<file path="src/rtl/core/snfos_pkg.sv">
// shared types and constants for the spi nor flash operation sequencer
`timescale 1ns / 1ps
package snfos_pkg;

   // field widths
   localparam int ACTION_W = 3;
   localparam int ADDR_W   = 24;
   localparam int LEN_W    = 21;
   localparam int STATUS_W = 8;
   localparam int DIR_W    = 3;
   localparam int OPC_W    = 8;
   localparam int TICKS_W  = 24;
   localparam int RES_W    = 3;
   localparam int CSR_IDX_W  = 3;
   localparam int CSR_DATA_W = 24;
   localparam int MAX_RESULTS = 3;
   localparam int CNT_W = 2;

   // flash geometry
   localparam int MAX_ADDRESS = 1048575;
   localparam int PAGE_BYTES  = 256;
   localparam int PAGE_BITS   = $clog2(PAGE_BYTES);

   localparam logic [LEN_W-1:0] SZ_4K  = LEN_W'(4096);
   localparam logic [LEN_W-1:0] SZ_32K = LEN_W'(32768);
   localparam logic [LEN_W-1:0] SZ_64K = LEN_W'(65536);
   localparam logic [LEN_W-1:0] SZ_1M  = LEN_W'(1048576);

   // input actions
   localparam logic [ACTION_W-1:0] ACT_READ    = 3'd0;
   localparam logic [ACTION_W-1:0] ACT_PROGRAM = 3'd1;
   localparam logic [ACTION_W-1:0] ACT_ERASE   = 3'd2;
   localparam logic [ACTION_W-1:0] ACT_SLEEP   = 3'd3;
   localparam logic [ACTION_W-1:0] ACT_DONE    = 3'd4;
   localparam logic [ACTION_W-1:0] ACT_TIMER   = 3'd5;

   // result directives
   localparam logic [DIR_W-1:0] DIR_ACCEPTED = 3'd0;
   localparam logic [DIR_W-1:0] DIR_SEND_CMD = 3'd1;
   localparam logic [DIR_W-1:0] DIR_SEND     = 3'd2;
   localparam logic [DIR_W-1:0] DIR_RECEIVE  = 3'd3;
   localparam logic [DIR_W-1:0] DIR_RDSR     = 3'd4;
   localparam logic [DIR_W-1:0] DIR_RELEASE  = 3'd5;
   localparam logic [DIR_W-1:0] DIR_TIMER    = 3'd6;
   localparam logic [DIR_W-1:0] DIR_COMPLETE = 3'd7;

   // completion status
   localparam logic [RES_W-1:0] ST_OK        = 3'd0;
   localparam logic [RES_W-1:0] ST_BUSY      = 3'd1;
   localparam logic [RES_W-1:0] ST_BAD_RANGE = 3'd2;
   localparam logic [RES_W-1:0] ST_BAD_PARAM = 3'd3;
   localparam logic [RES_W-1:0] ST_BAD_COUNT = 3'd4;
   localparam logic [RES_W-1:0] ST_BAD_STATE = 3'd5;
   localparam logic [RES_W-1:0] ST_TX_ERROR  = 3'd6;

   // flash opcodes
   localparam logic [OPC_W-1:0] OPC_READ  = 8'h03;
   localparam logic [OPC_W-1:0] OPC_WREN  = 8'h06;
   localparam logic [OPC_W-1:0] OPC_RDSR  = 8'h05;
   localparam logic [OPC_W-1:0] OPC_PP    = 8'h02;
   localparam logic [OPC_W-1:0] OPC_SE4K  = 8'h20;
   localparam logic [OPC_W-1:0] OPC_BE32K = 8'h52;
   localparam logic [OPC_W-1:0] OPC_BE64K = 8'hd8;
   localparam logic [OPC_W-1:0] OPC_CE    = 8'h60;
   localparam logic [OPC_W-1:0] OPC_DP    = 8'hb9;

   // status register bits
   localparam int WIP_BIT = 0;
   localparam int WEL_BIT = 1;

   // register indexes
   localparam logic [CSR_IDX_W-1:0] CSR_WEL_POLL   = 3'd0;
   localparam logic [CSR_IDX_W-1:0] CSR_PROG_TPB   = 3'd1;
   localparam logic [CSR_IDX_W-1:0] CSR_ERASE_4K   = 3'd2;
   localparam logic [CSR_IDX_W-1:0] CSR_ERASE_32K  = 3'd3;
   localparam logic [CSR_IDX_W-1:0] CSR_ERASE_64K  = 3'd4;
   localparam logic [CSR_IDX_W-1:0] CSR_CHIP_ERASE = 3'd5;
   localparam logic [CSR_IDX_W-1:0] CSR_WAKEUP     = 3'd6;
   localparam logic [CSR_IDX_W-1:0] CSR_SLEEP      = 3'd7;

   typedef enum logic [4:0] {
      OP_NONE  = 5'b00001,
      OP_READ  = 5'b00010,
      OP_PROG  = 5'b00100,
      OP_ERASE = 5'b01000,
      OP_SLEEP = 5'b10000
   } op_type;

   typedef enum logic [7:0] {
      PH_IDLE   = 8'b0000_0001,
      PH_WAKE   = 8'b0000_0010,
      PH_WREN   = 8'b0000_0100,
      PH_CMD    = 8'b0000_1000,
      PH_DATA   = 8'b0001_0000,
      PH_PWAIT  = 8'b0010_0000,
      PH_PXFER  = 8'b0100_0000,
      PH_SETTLE = 8'b1000_0000
   } phase_type;

   typedef enum logic [2:0] {
      PT_NONE = 3'b001,
      PT_WEL  = 3'b010,
      PT_WIP  = 3'b100
   } poll_type;

   typedef struct packed {
      logic [ACTION_W-1:0] action;
      logic [ADDR_W-1:0]   address;
      logic [LEN_W-1:0]    length;
      logic                transfer_ok;
      logic [STATUS_W-1:0] status_byte;
   } req_type;

   typedef struct packed {
      logic [DIR_W-1:0]   directive;
      logic [OPC_W-1:0]   opcode;
      logic [ADDR_W-1:0]  cmd_address;
      logic               with_address;
      logic [LEN_W-1:0]   byte_count;
      logic [TICKS_W-1:0] timer_ticks;
      logic [RES_W-1:0]   status;
      logic               last;
   } rsp_type;

   typedef struct packed {
      logic [15:0] wel_poll_ticks;
      logic [7:0]  program_ticks_per_byte;
      logic [23:0] erase_4k_ticks;
      logic [23:0] erase_32k_ticks;
      logic [23:0] erase_64k_ticks;
      logic [23:0] chip_erase_ticks;
      logic [7:0]  wakeup_ticks;
      logic [7:0]  sleep_settle_ticks;
   } cfg_type;

   typedef struct packed {
      op_type             op;
      phase_type          phase;
      poll_type           poll_target;
      logic               asleep;
      logic [ADDR_W-1:0]  op_address;
      logic [LEN_W-1:0]   op_length;
      logic [TICKS_W-1:0] poll_interval;
   } seq_state_type;

   // results caused by one item, sent in order from item[0]
   typedef struct packed {
      rsp_type [MAX_RESULTS-1:0] item;
      logic [CNT_W-1:0]          count;
   } burst_type;

endpackage

</file>
<file path="src/rtl/core/snfos_step.sv">
// next-state and result logic for one input item
`timescale 1ns / 1ps
module snfos_step (
   input  snfos_pkg::seq_state_type st,
   input  snfos_pkg::cfg_type       cfg,
   input  snfos_pkg::req_type       req,
   output snfos_pkg::seq_state_type nx,
   output snfos_pkg::burst_type     burst
);
   import snfos_pkg::*;

   function automatic rsp_type mk_rsp(
      input logic [DIR_W-1:0]   dir,
      input logic [OPC_W-1:0]   opc,
      input logic [ADDR_W-1:0]  addr,
      input logic               wa,
      input logic [LEN_W-1:0]   cnt,
      input logic [TICKS_W-1:0] ticks,
      input logic [RES_W-1:0]   sts
   );
      rsp_type r;
      r.directive    = dir;
      r.opcode       = opc;
      r.cmd_address  = addr;
      r.with_address = wa;
      r.byte_count   = cnt;
      r.timer_ticks  = ticks;
      r.status       = sts;
      r.last         = 1'b0;
      return r;
   endfunction

   logic [CNT_W-1:0]   k;
   logic [RES_W-1:0]   verdict;
   logic [LEN_W:0]     page_sum;
   logic [28:0]        prog_prod;
   logic [TICKS_W-1:0] prog_ticks;
   logic               do_op_action;
   logic               do_finish;
   logic [RES_W-1:0]   fin_status;
   logic               do_poll;
   poll_type           poll_tgt;
   logic [TICKS_W-1:0] poll_load;
   logic               is_start;

   // program wait time, ticks per byte times byte count
   assign prog_prod  = 29'(cfg.program_ticks_per_byte) * 29'(st.op_length);
   assign prog_ticks = prog_prod[TICKS_W-1:0];

   // page crossing sum for program starts
   assign page_sum = (LEN_W+1)'(req.address[PAGE_BITS-1:0]) + (LEN_W+1)'(req.length);

   assign is_start = (req.action == ACT_READ) || (req.action == ACT_PROGRAM) ||
                     (req.action == ACT_ERASE) || (req.action == ACT_SLEEP);

   always_comb begin
      nx           = st;
      burst        = '0;
      k            = '0;
      verdict      = ST_OK;
      do_op_action = 1'b0;
      do_finish    = 1'b0;
      fin_status   = ST_OK;
      do_poll      = 1'b0;
      poll_tgt     = PT_NONE;
      poll_load    = '0;

      // start requests
      if (is_start) begin
         if (req.action == ACT_SLEEP && st.asleep) begin
            burst.item[k] = mk_rsp(DIR_ACCEPTED, '0, '0, 1'b0, '0, '0, ST_OK);
            k = k + 2'd1;
         end else begin
            if (req.action == ACT_READ || req.action == ACT_PROGRAM) begin
               if (req.address >= ADDR_W'(MAX_ADDRESS))
                  verdict = ST_BAD_RANGE;
               else if (req.action == ACT_PROGRAM && page_sum > (LEN_W+1)'(PAGE_BYTES))
                  verdict = ST_BAD_PARAM;
            end else if (req.action == ACT_ERASE) begin
               if (req.length != SZ_4K && req.length != SZ_32K &&
                   req.length != SZ_64K && req.length != SZ_1M)
                  verdict = ST_BAD_COUNT;
               else if ((req.address & ADDR_W'(req.length - LEN_W'(1))) != '0)
                  verdict = ST_BAD_PARAM;
            end
            if (verdict == ST_OK && st.op != OP_NONE)
               verdict = ST_BUSY;
            burst.item[k] = mk_rsp(DIR_ACCEPTED, '0, '0, 1'b0, '0, '0, verdict);
            k = k + 2'd1;
            if (verdict == ST_OK) begin
               unique case (req.action)
                  ACT_READ:    nx.op = OP_READ;
                  ACT_PROGRAM: nx.op = OP_PROG;
                  ACT_ERASE:   nx.op = OP_ERASE;
                  default:     nx.op = OP_SLEEP;
               endcase
               nx.op_address  = (req.action == ACT_SLEEP) ? '0 : req.address;
               nx.op_length   = (req.action == ACT_SLEEP) ? '0 : req.length;
               nx.poll_target = PT_NONE;
               if (st.asleep) begin
                  // wake the part first with a select pulse
                  nx.asleep = 1'b0;
                  nx.phase  = PH_WAKE;
                  burst.item[k] = mk_rsp(DIR_RELEASE, '0, '0, 1'b0, '0, '0, ST_OK);
                  k = k + 2'd1;
                  burst.item[k] = mk_rsp(DIR_TIMER, '0, '0, 1'b0, '0,
                                         TICKS_W'(cfg.wakeup_ticks), ST_OK);
                  k = k + 2'd1;
               end else begin
                  do_op_action = 1'b1;
               end
            end
         end
      end else if (req.action == ACT_DONE) begin
         // transfer finished
         if (st.phase == PH_WREN || st.phase == PH_CMD || st.phase == PH_DATA ||
             st.phase == PH_PXFER) begin
            if (st.phase == PH_CMD && req.transfer_ok && st.op == OP_READ) begin
               nx.phase = PH_DATA;
               burst.item[k] = mk_rsp(DIR_RECEIVE, '0, '0, 1'b0, st.op_length, '0, ST_OK);
               k = k + 2'd1;
            end else if (st.phase == PH_CMD && req.transfer_ok && st.op == OP_PROG) begin
               nx.phase         = PH_DATA;
               nx.poll_interval = prog_ticks;
               burst.item[k] = mk_rsp(DIR_SEND, '0, '0, 1'b0, st.op_length, '0, ST_OK);
               k = k + 2'd1;
            end else begin
               burst.item[k] = mk_rsp(DIR_RELEASE, '0, '0, 1'b0, '0, '0, ST_OK);
               k = k + 2'd1;
               if (!req.transfer_ok) begin
                  do_finish  = 1'b1;
                  fin_status = ST_TX_ERROR;
               end else if (st.phase == PH_WREN) begin
                  do_poll    = 1'b1;
                  poll_tgt   = PT_WEL;
                  poll_load  = TICKS_W'(cfg.wel_poll_ticks);
               end else if (st.phase == PH_CMD || st.phase == PH_DATA) begin
                  if (st.op == OP_READ) begin
                     do_finish = 1'b1;
                  end else if (st.op == OP_PROG || st.op == OP_ERASE) begin
                     do_poll    = 1'b1;
                     poll_tgt   = PT_WIP;
                     poll_load  = st.poll_interval;
                  end else if (st.op == OP_SLEEP) begin
                     nx.phase = PH_SETTLE;
                     burst.item[k] = mk_rsp(DIR_TIMER, '0, '0, 1'b0, '0,
                                            TICKS_W'(cfg.sleep_settle_ticks), ST_OK);
                     k = k + 2'd1;
                  end else begin
                     do_finish  = 1'b1;
                     fin_status = ST_BAD_STATE;
                  end
               end else if (st.poll_target == PT_WEL) begin
                  // status read while waiting for write enable
                  if (!req.status_byte[WEL_BIT]) begin
                     do_poll    = 1'b1;
                     poll_tgt   = PT_WEL;
                     poll_load  = st.poll_interval;
                  end else if (st.op == OP_PROG) begin
                     nx.phase         = PH_CMD;
                     nx.poll_interval = prog_ticks;
                     burst.item[k] = mk_rsp(DIR_SEND_CMD, OPC_PP, st.op_address, 1'b1,
                                            '0, '0, ST_OK);
                     k = k + 2'd1;
                  end else if (st.op == OP_ERASE) begin
                     nx.phase = PH_CMD;
                     priority if (st.op_length == SZ_4K) begin
                        nx.poll_interval = cfg.erase_4k_ticks;
                        burst.item[k] = mk_rsp(DIR_SEND_CMD, OPC_SE4K, st.op_address, 1'b1,
                                               '0, '0, ST_OK);
                     end else if (st.op_length == SZ_32K) begin
                        nx.poll_interval = cfg.erase_32k_ticks;
                        burst.item[k] = mk_rsp(DIR_SEND_CMD, OPC_BE32K, st.op_address, 1'b1,
                                               '0, '0, ST_OK);
                     end else if (st.op_length == SZ_64K) begin
                        nx.poll_interval = cfg.erase_64k_ticks;
                        burst.item[k] = mk_rsp(DIR_SEND_CMD, OPC_BE64K, st.op_address, 1'b1,
                                               '0, '0, ST_OK);
                     end else begin
                        nx.poll_interval = cfg.chip_erase_ticks;
                        burst.item[k] = mk_rsp(DIR_SEND_CMD, OPC_CE, '0, 1'b0,
                                               '0, '0, ST_OK);
                     end
                     k = k + 2'd1;
                  end else begin
                     do_finish  = 1'b1;
                     fin_status = ST_BAD_STATE;
                  end
               end else if (st.poll_target == PT_WIP) begin
                  // status read while waiting for the write to end
                  if (req.status_byte[WIP_BIT]) begin
                     do_poll    = 1'b1;
                     poll_tgt   = PT_WIP;
                     poll_load  = st.poll_interval;
                  end else begin
                     do_finish  = 1'b1;
                     fin_status = (st.op == OP_PROG || st.op == OP_ERASE) ?
                                  ST_OK : ST_BAD_STATE;
                  end
               end else begin
                  do_finish  = 1'b1;
                  fin_status = ST_BAD_STATE;
               end
            end
         end
      end else if (req.action == ACT_TIMER) begin
         // timer expired
         if (st.phase == PH_WAKE) begin
            do_op_action = 1'b1;
         end else if (st.phase == PH_PWAIT) begin
            nx.phase = PH_PXFER;
            burst.item[k] = mk_rsp(DIR_RDSR, OPC_RDSR, '0, 1'b0, '0, '0, ST_OK);
            k = k + 2'd1;
         end else if (st.phase == PH_SETTLE) begin
            nx.asleep = 1'b1;
            do_finish = 1'b1;
         end
      end

      // first command of the operation
      if (do_op_action) begin
         if (nx.op == OP_READ) begin
            nx.phase = PH_CMD;
            burst.item[k] = mk_rsp(DIR_SEND_CMD, OPC_READ, nx.op_address, 1'b1,
                                   '0, '0, ST_OK);
            k = k + 2'd1;
         end else if (nx.op == OP_SLEEP) begin
            nx.phase = PH_CMD;
            burst.item[k] = mk_rsp(DIR_SEND_CMD, OPC_DP, '0, 1'b0, '0, '0, ST_OK);
            k = k + 2'd1;
         end else if (nx.op == OP_PROG || nx.op == OP_ERASE) begin
            nx.phase = PH_WREN;
            burst.item[k] = mk_rsp(DIR_SEND_CMD, OPC_WREN, '0, 1'b0, '0, '0, ST_OK);
            k = k + 2'd1;
         end else begin
            do_finish  = 1'b1;
            fin_status = ST_BAD_STATE;
         end
      end

      // arm the poll timer
      if (do_poll) begin
         nx.poll_target   = poll_tgt;
         nx.poll_interval = poll_load;
         nx.phase         = PH_PWAIT;
         burst.item[k] = mk_rsp(DIR_TIMER, '0, '0, 1'b0, '0, poll_load, ST_OK);
         k = k + 2'd1;
      end

      // end of operation
      if (do_finish) begin
         nx.op          = OP_NONE;
         nx.phase       = PH_IDLE;
         nx.poll_target = PT_NONE;
         burst.item[k] = mk_rsp(DIR_COMPLETE, '0, '0, 1'b0, '0, '0, fin_status);
         k = k + 2'd1;
      end

      // mark the final result of the item
      if (k != '0)
         burst.item[k - 2'd1].last = 1'b1;
      burst.count = k;
   end

endmodule

</file>
<file path="src/rtl/core/spi_nor_flash_op_sequencer.sv">
// top level of the spi nor flash operation sequencer
//
//   port group | dir | handshake             | content
//   req_*      | in  | req_valid / req_ready | event: start, transfer done, timer expired
//   rsp_*      | out | rsp_valid / rsp_ready | directive for spi and timer hardware
//   csr_*      | in  | csr_we                | timing registers, no read-back
//
// an item is decoded in the cycle it is accepted; its 0 to 3 results land in
// the output burst register and leave one per cycle while rsp_ready is high.
// a second burst waits in a holding slot, and req_ready drops only while that
// slot is full. reset clears the operation state, both burst slots and the
// timing registers to their defaults.
`timescale 1ns / 1ps
module spi_nor_flash_op_sequencer (
   input  logic                                  clock,
   input  logic                                  reset,
   input  logic                                  req_valid,
   output logic                                  req_ready,
   input  snfos_pkg::req_type                    req_data,
   output logic                                  rsp_valid,
   input  logic                                  rsp_ready,
   output snfos_pkg::rsp_type                    rsp_data,
   input  logic                                  csr_we,
   input  logic [snfos_pkg::CSR_IDX_W-1:0]       csr_index,
   input  logic [snfos_pkg::CSR_DATA_W-1:0]      csr_wdata
);
   import snfos_pkg::*;

   cfg_type          cfg_ff, cfg_in;
   seq_state_type    state_ff, state_in;
   seq_state_type    step_nx;
   burst_type        step_burst;
   burst_type        out_ff, out_in;
   burst_type        hold_ff, hold_in;
   logic             out_valid_ff, out_valid_in;
   logic             hold_valid_ff, hold_valid_in;
   logic [CNT_W-1:0] idx_ff, idx_in;
   logic             accept;
   logic             new_burst;
   logic             out_done;
   logic             out_free;

   // item decode
   snfos_step u_step (
      .st    (state_ff),
      .cfg   (cfg_ff),
      .req   (req_data),
      .nx    (step_nx),
      .burst (step_burst)
   );

   assign req_ready = !hold_valid_ff;
   assign accept    = req_valid && req_ready;
   assign new_burst = accept && (step_burst.count != '0);
   assign rsp_valid = out_valid_ff;
   assign rsp_data  = out_ff.item[idx_ff];
   assign out_done  = out_valid_ff && rsp_ready && (idx_ff == out_ff.count - 2'd1);
   assign out_free  = !out_valid_ff || out_done;

   // configuration writes
   always_comb begin
      cfg_in = cfg_ff;
      if (csr_we) begin
         unique case (csr_index)
            CSR_WEL_POLL:   cfg_in.wel_poll_ticks         = csr_wdata[15:0];
            CSR_PROG_TPB:   cfg_in.program_ticks_per_byte = csr_wdata[7:0];
            CSR_ERASE_4K:   cfg_in.erase_4k_ticks         = csr_wdata;
            CSR_ERASE_32K:  cfg_in.erase_32k_ticks        = csr_wdata;
            CSR_ERASE_64K:  cfg_in.erase_64k_ticks        = csr_wdata;
            CSR_CHIP_ERASE: cfg_in.chip_erase_ticks       = csr_wdata;
            CSR_WAKEUP:     cfg_in.wakeup_ticks           = csr_wdata[7:0];
            CSR_SLEEP:      cfg_in.sleep_settle_ticks     = csr_wdata[7:0];
            default:        cfg_in = cfg_ff;
         endcase
      end
   end

   // sequencer state advances on each accepted item
   assign state_in = accept ? step_nx : state_ff;

   // output burst and holding slot
   always_comb begin
      out_in        = out_ff;
      hold_in       = hold_ff;
      out_valid_in  = out_valid_ff;
      hold_valid_in = hold_valid_ff;
      idx_in        = idx_ff;
      if (out_free) begin
         idx_in = '0;
         if (hold_valid_ff) begin
            out_in        = hold_ff;
            out_valid_in  = 1'b1;
            hold_valid_in = 1'b0;
         end else begin
            out_in       = step_burst;
            out_valid_in = new_burst;
         end
      end else begin
         if (rsp_ready)
            idx_in = idx_ff + 2'd1;
         if (new_burst) begin
            hold_in       = step_burst;
            hold_valid_in = 1'b1;
         end
      end
   end

   always_ff @(posedge clock) begin
      if (reset) begin
         cfg_ff.wel_poll_ticks         <= 16'd10;
         cfg_ff.program_ticks_per_byte <= 8'd3;
         cfg_ff.erase_4k_ticks         <= 24'd1966;
         cfg_ff.erase_32k_ticks        <= 24'd13107;
         cfg_ff.erase_64k_ticks        <= 24'd26214;
         cfg_ff.chip_erase_ticks       <= 24'd491520;
         cfg_ff.wakeup_ticks           <= 8'd2;
         cfg_ff.sleep_settle_ticks     <= 8'd3;
         state_ff.op                   <= OP_NONE;
         state_ff.phase                <= PH_IDLE;
         state_ff.poll_target          <= PT_NONE;
         state_ff.asleep               <= 1'b0;
         state_ff.op_address           <= '0;
         state_ff.op_length            <= '0;
         state_ff.poll_interval        <= '0;
         out_valid_ff                  <= 1'b0;
         hold_valid_ff                 <= 1'b0;
         idx_ff                        <= '0;
      end else begin
         cfg_ff        <= cfg_in;
         state_ff      <= state_in;
         out_valid_ff  <= out_valid_in;
         hold_valid_ff <= hold_valid_in;
         idx_ff        <= idx_in;
      end
   end

   // burst payload, no reset needed
   always_ff @(posedge clock) begin
      out_ff  <= out_in;
      hold_ff <= hold_in;
   end

endmodule

</file>
<file path="config.mk">
export PLATFORM = sky130hd
export DESIGN_NAME = spi_nor_flash_op_sequencer
export DESIGN_NICKNAME = d
export VERILOG_FILES = /design/src/rtl/core/snfos_pkg.sv /design/src/rtl/core/snfos_step.sv /design/src/rtl/core/spi_nor_flash_op_sequencer.sv
export SDC_FILE = /design/constraint.sdc
export NUM_CORES = 2
export LEC_CHECK = 0
export BUFFER_PORTS_ARGS = -buffer_cell sky130_fd_sc_hd__buf_4
export CAP_MARGIN = 20
export CORE_ASPECT_RATIO = 1.4
export CORE_MARGIN = 4
export CORE_UTILIZATION = 60
export CTS_BUF_LIST = sky130_fd_sc_hd__clkbuf_16
export DETAILED_ROUTE_END_ITERATION = 10
export PLACE_DENSITY = 0.78
export SKIP_LAST_GASP = 1
export SLEW_MARGIN = 20
export SYNTH_ARGS = -nofsm -noshare
export SYNTH_HDL_FRONTEND = slang
export SYNTH_SLANG_ARGS = --single-unit
</file>
<file path="constraint.sdc">
create_clock -name clock -period 68.5 [get_ports clock]
set_input_delay 6.85 -clock clock [delete_from_list [all_inputs] [get_ports clock]]
set_output_delay 6.85 -clock clock [all_outputs]
set_load 0.03 [all_outputs]
</file>
==> out/results.ini <==
[outcome]
status = completed

[critical_path]
worstSetupPathType = in2reg
cp_common_cell = ha_1
worst_setup_path_start_kind = primary input
worstPathCellList = buf_4 -> inv_1 -> ha_1 -> or4b_2 -> or4_1 -> nor2_1 -> xor2_1 -> a221o_1 -> nor4b_4 -> o32ai_2 -> a211oi_4 -> a31oi_2 -> or4_1 -> a21oi_1 -> o22ai_1 -> ha_1 -> o2111ai_1 -> a31oi_1 -> nor2_1 -> ha_1 -> o22a_1 -> a211oi_4 -> buf_12
worst_path_largest_cell_delay_ns = 0.85
slowest_stage = or4_1
critPathMaxFanout = 173
reg2reg_slack_ns = 61.54
crit_arrival_ns = 14.51
cp-end-kind = register
critPathRequiredTime_ns = 68.70

[grt]
grt_pass1_vias = 26200
grt_use_total = 0.294
antenna_found_initial = 4
grt_max_degree = 174
grt_pass1_wl_mm = 142
gr-total-overflow = 0

[synth]
postSynth.asyncResetShare = 0
synth_cell_type_count = 82
synth_warnings = 0
netlist_top_cells_area = edfxtp_1, dfxtp_1, nand2_1
synth-edff-count = 410
synth_ff_type = edfxtp_1
yosysTopAreaCell = edfxtp_1
synth_top_area_share = 0.364
synth-seq-area-share = 0.498
syn_area_um2 = 33800
synth_cells = 3436
ys_ff_latch = 636
avgSynthCellArea_um2 = 9.84

[clock_network]
clock_sinks = 636
insertion_delay_ns = 0.63
cts-buffers-inserted = 58
cts_tree = yes
clk_pin_slew_ns = 0.06
post-cts-setup-buffer-count = 0
clockBufferDepth = 3
hold_buffers = 0
cts_resized = 0
h-tree-depth = 2
cts-root-buf = clkbuf_16

[placed_design]
dpl_cell_area_um2 = 35500
numPortBuffers = 169
pre_cts_ws_ns = 53.74
dp_hpwl_mm = 61.0
gp_congestion = 0.922

[cells_and_area]
postLayoutCellArea_um2 = 37400
multi_input_area_um2 = 15700
syn_to_final_growth_pct = 10.5
seq_area_um2 = 16800
nets = 3724
n_fill_cell = 4235
layout-drive-gt1-share = 0.116

[detailed_routing]
first_pass_iters = 8
drc = 0
vias = 26300
routedWlPerCell_um = 21.4
drt_wl_total_mm = 91.3
drt-vias-per-instance = 6.18
drtIter0Drc = 2593
postRouteAntennaNets = 0

[pwr]
switching_share = 0.262
p_clk_frac = 0.358
p_per_area_nw_per_um2 = 23.4
switchingPower_uw = 228
leakagePower_nw = 13.6
p_int_uw = 644
irDropWorstVdd_mv = 0.0233
power_frac_comb = 0.126
power_frac_seq = 0.516

[die]
row_count = 102
die_h_um = 289
design.die.area_um2 = 60300
io-pin-count = 176
initial_utilization = 0.609
die_x_um = 209
coreArea_um2 = 55500

[min_path]
hp-class = reg2reg

[sta]
whs_ns = 0.453
skew_ns = 0.0503
finalWorstSetupSlack_ns = 54.19
relSlewSlack = 0.261
setup_viol = 0
finalHoldViolations = 0
worstMarginPinSlew_ns = 1.11
fin_crit_ns = 14.31
min_period_over_period = 0.209
fmax_ghz = 0.0699
drv_slew = 0
tns_ns = 0
rsz0062_at_grt = false

[flow_run]
cap_violations = 0

[flip-flops by register name, indices dropped and copies added (netlist names)]
signal / count
cfg_ff: 136
rsp_valid: 1
out_ff: 205
idx_ff: 2
hold_ff: 205
state_ff: 86
hold_valid_ff: 1
[layout make-up]
type | instances | share of cell area
flip-flops and latches | 636 | 0.451
multi-input cells | 2452 | 0.421
repair buffers | 206 | 0.0420
clock buffers | 60 | 0.0402
well taps | 728 | 0.0244
inverters | 124 | 0.0125
clock inverters | 50 | 0.00884
diodes | 5 | 0.000335
[cell usage after synthesis, types with 8 or more instances]
cell type / count
a211oi_1: 24
a21o_1: 17
a21oi_1: 191
a22o_1: 30
a22oi_1: 50
a31oi_1: 15
and2_1: 153
and3_1: 17
buf_1: 11
buf_2: 8
clkbuf_1: 212
clkbuf_2: 8
dfxtp_1: 226
edfxtp_1: 410
fa_1: 107
ha_1: 50
inv_1: 123
mux2_2: 66
mux2i_1: 79
nand2_1: 746
nand2b_1: 14
nand3_1: 71
nand3b_1: 40
nand4_1: 12
nor2_1: 219
nor2b_1: 17
nor3_1: 41
nor4_1: 15
o211ai_1: 17
o21a_1: 10
o21ai_0: 156
o31ai_1: 70
o31ai_2: 16
or2_2: 11
or3_1: 18
xnor2_1: 27
xor2_1: 25
[power groups by stage]
stage / Combinational [mW] / Sequential [mW] / Clock [mW]
6_report: 0.110 / 0.450 / 0.313
5_1_grt: 0.118 / 0.452 / 0.331
4_1_cts: 0.110 / 0.450 / 0.316
3_5_place_dp: 0.109 / 0.458 / 0
3_3_place_gp: 0.107 / 0.456 / 0
2_1_floorplan: 0.0726 / 0.458 / 0
[cells by family (layout without fill, tap and decap cells)]
kind of cell | count (synthesis) | after routing | share of synthesized area
muxes | 145 | 145 | 0.0454
other | 1 | 29 | 0.000111
buffers and inverters | 371 | 440 | 0.0434
xor gates and xnor gates | 52 | 52 | 0.0135
AOI/OAI and AO/OA | 676 | 676 | 0.131
and+or+nand+nor | 1398 | 1398 | 0.187
adders and majority gates | 157 | 157 | 0.0818
DFF | 636 | 636 | 0.498
[per-stage QoR]
| step | utilization | total power [mW] | instances |
|---|---|---|---|
| after detailed placement | 0.639 | 0.567 | 4146 |
| after CTS | 0.672 | 0.875 | 4256 |
| after global placement | 0.639 | 0.563 | 4144 |
| after floorplan | - | 0.531 | 3459 |
| after global routing | 0.673 | 0.901 | 4260 |
| final | 0.673 | 0.873 | 4261 |
[path summary, 6_finish.rpt]
kind | start | endpoint | depth (start not counted)
min | cfg_ff[102] | cfg_ff[102] | 2
min reg2reg | cfg_ff[102] | cfg_ff[102] | 2
max | req_data[10] | hold_ff[37] | 23
max reg2reg | state_ff[73] | hold_ff[37] | 21
[critical path, delay by kind of cell]
family / cells / cell delay (ns)
buffers and inverters: 3 / 0.94
xor gates and xnor gates: 1 / 0.09
AOI/OAI and AO/OA: 10 / 2.80
adders and majority gates: 3 / 0.88
and+or+nand+nor: 6 / 2.77
[layout by cell type, fill, tap and decap left out, drive strengths merged, types with 17 or more instances in the layout]
cell type,n
nand2,746
edfxtp,410
dfxtp,226
nor2,219
buf,206
a21oi,191
o21ai,159
and2,153
inv,137
fa,107
o31ai,87
mux2i,79
nand3,71
mux2,66
clkbuf,60
a22oi,50
ha,50
nor3,41
nand3b,40
clkinv,33
a22o,30
xnor2,27
xor2,25
a211oi,25
conb,24
or3,18
a31oi,18
o211ai,17
and3,17
nor2b,17
a21o,17
[layer usage]
layer  vias to the layer above  share of wire  track usage  wire [um]
met4                         0          0.053        0.141       4880
met3                       306          0.069       0.0338       6260
li1                      12100              -            -          -
met2                      1160           0.51        0.518      46400
met5                         -              0            0          0
met1                     12800           0.37        0.363      33800
No activity file was read; power rests on OpenSTA's default activity.
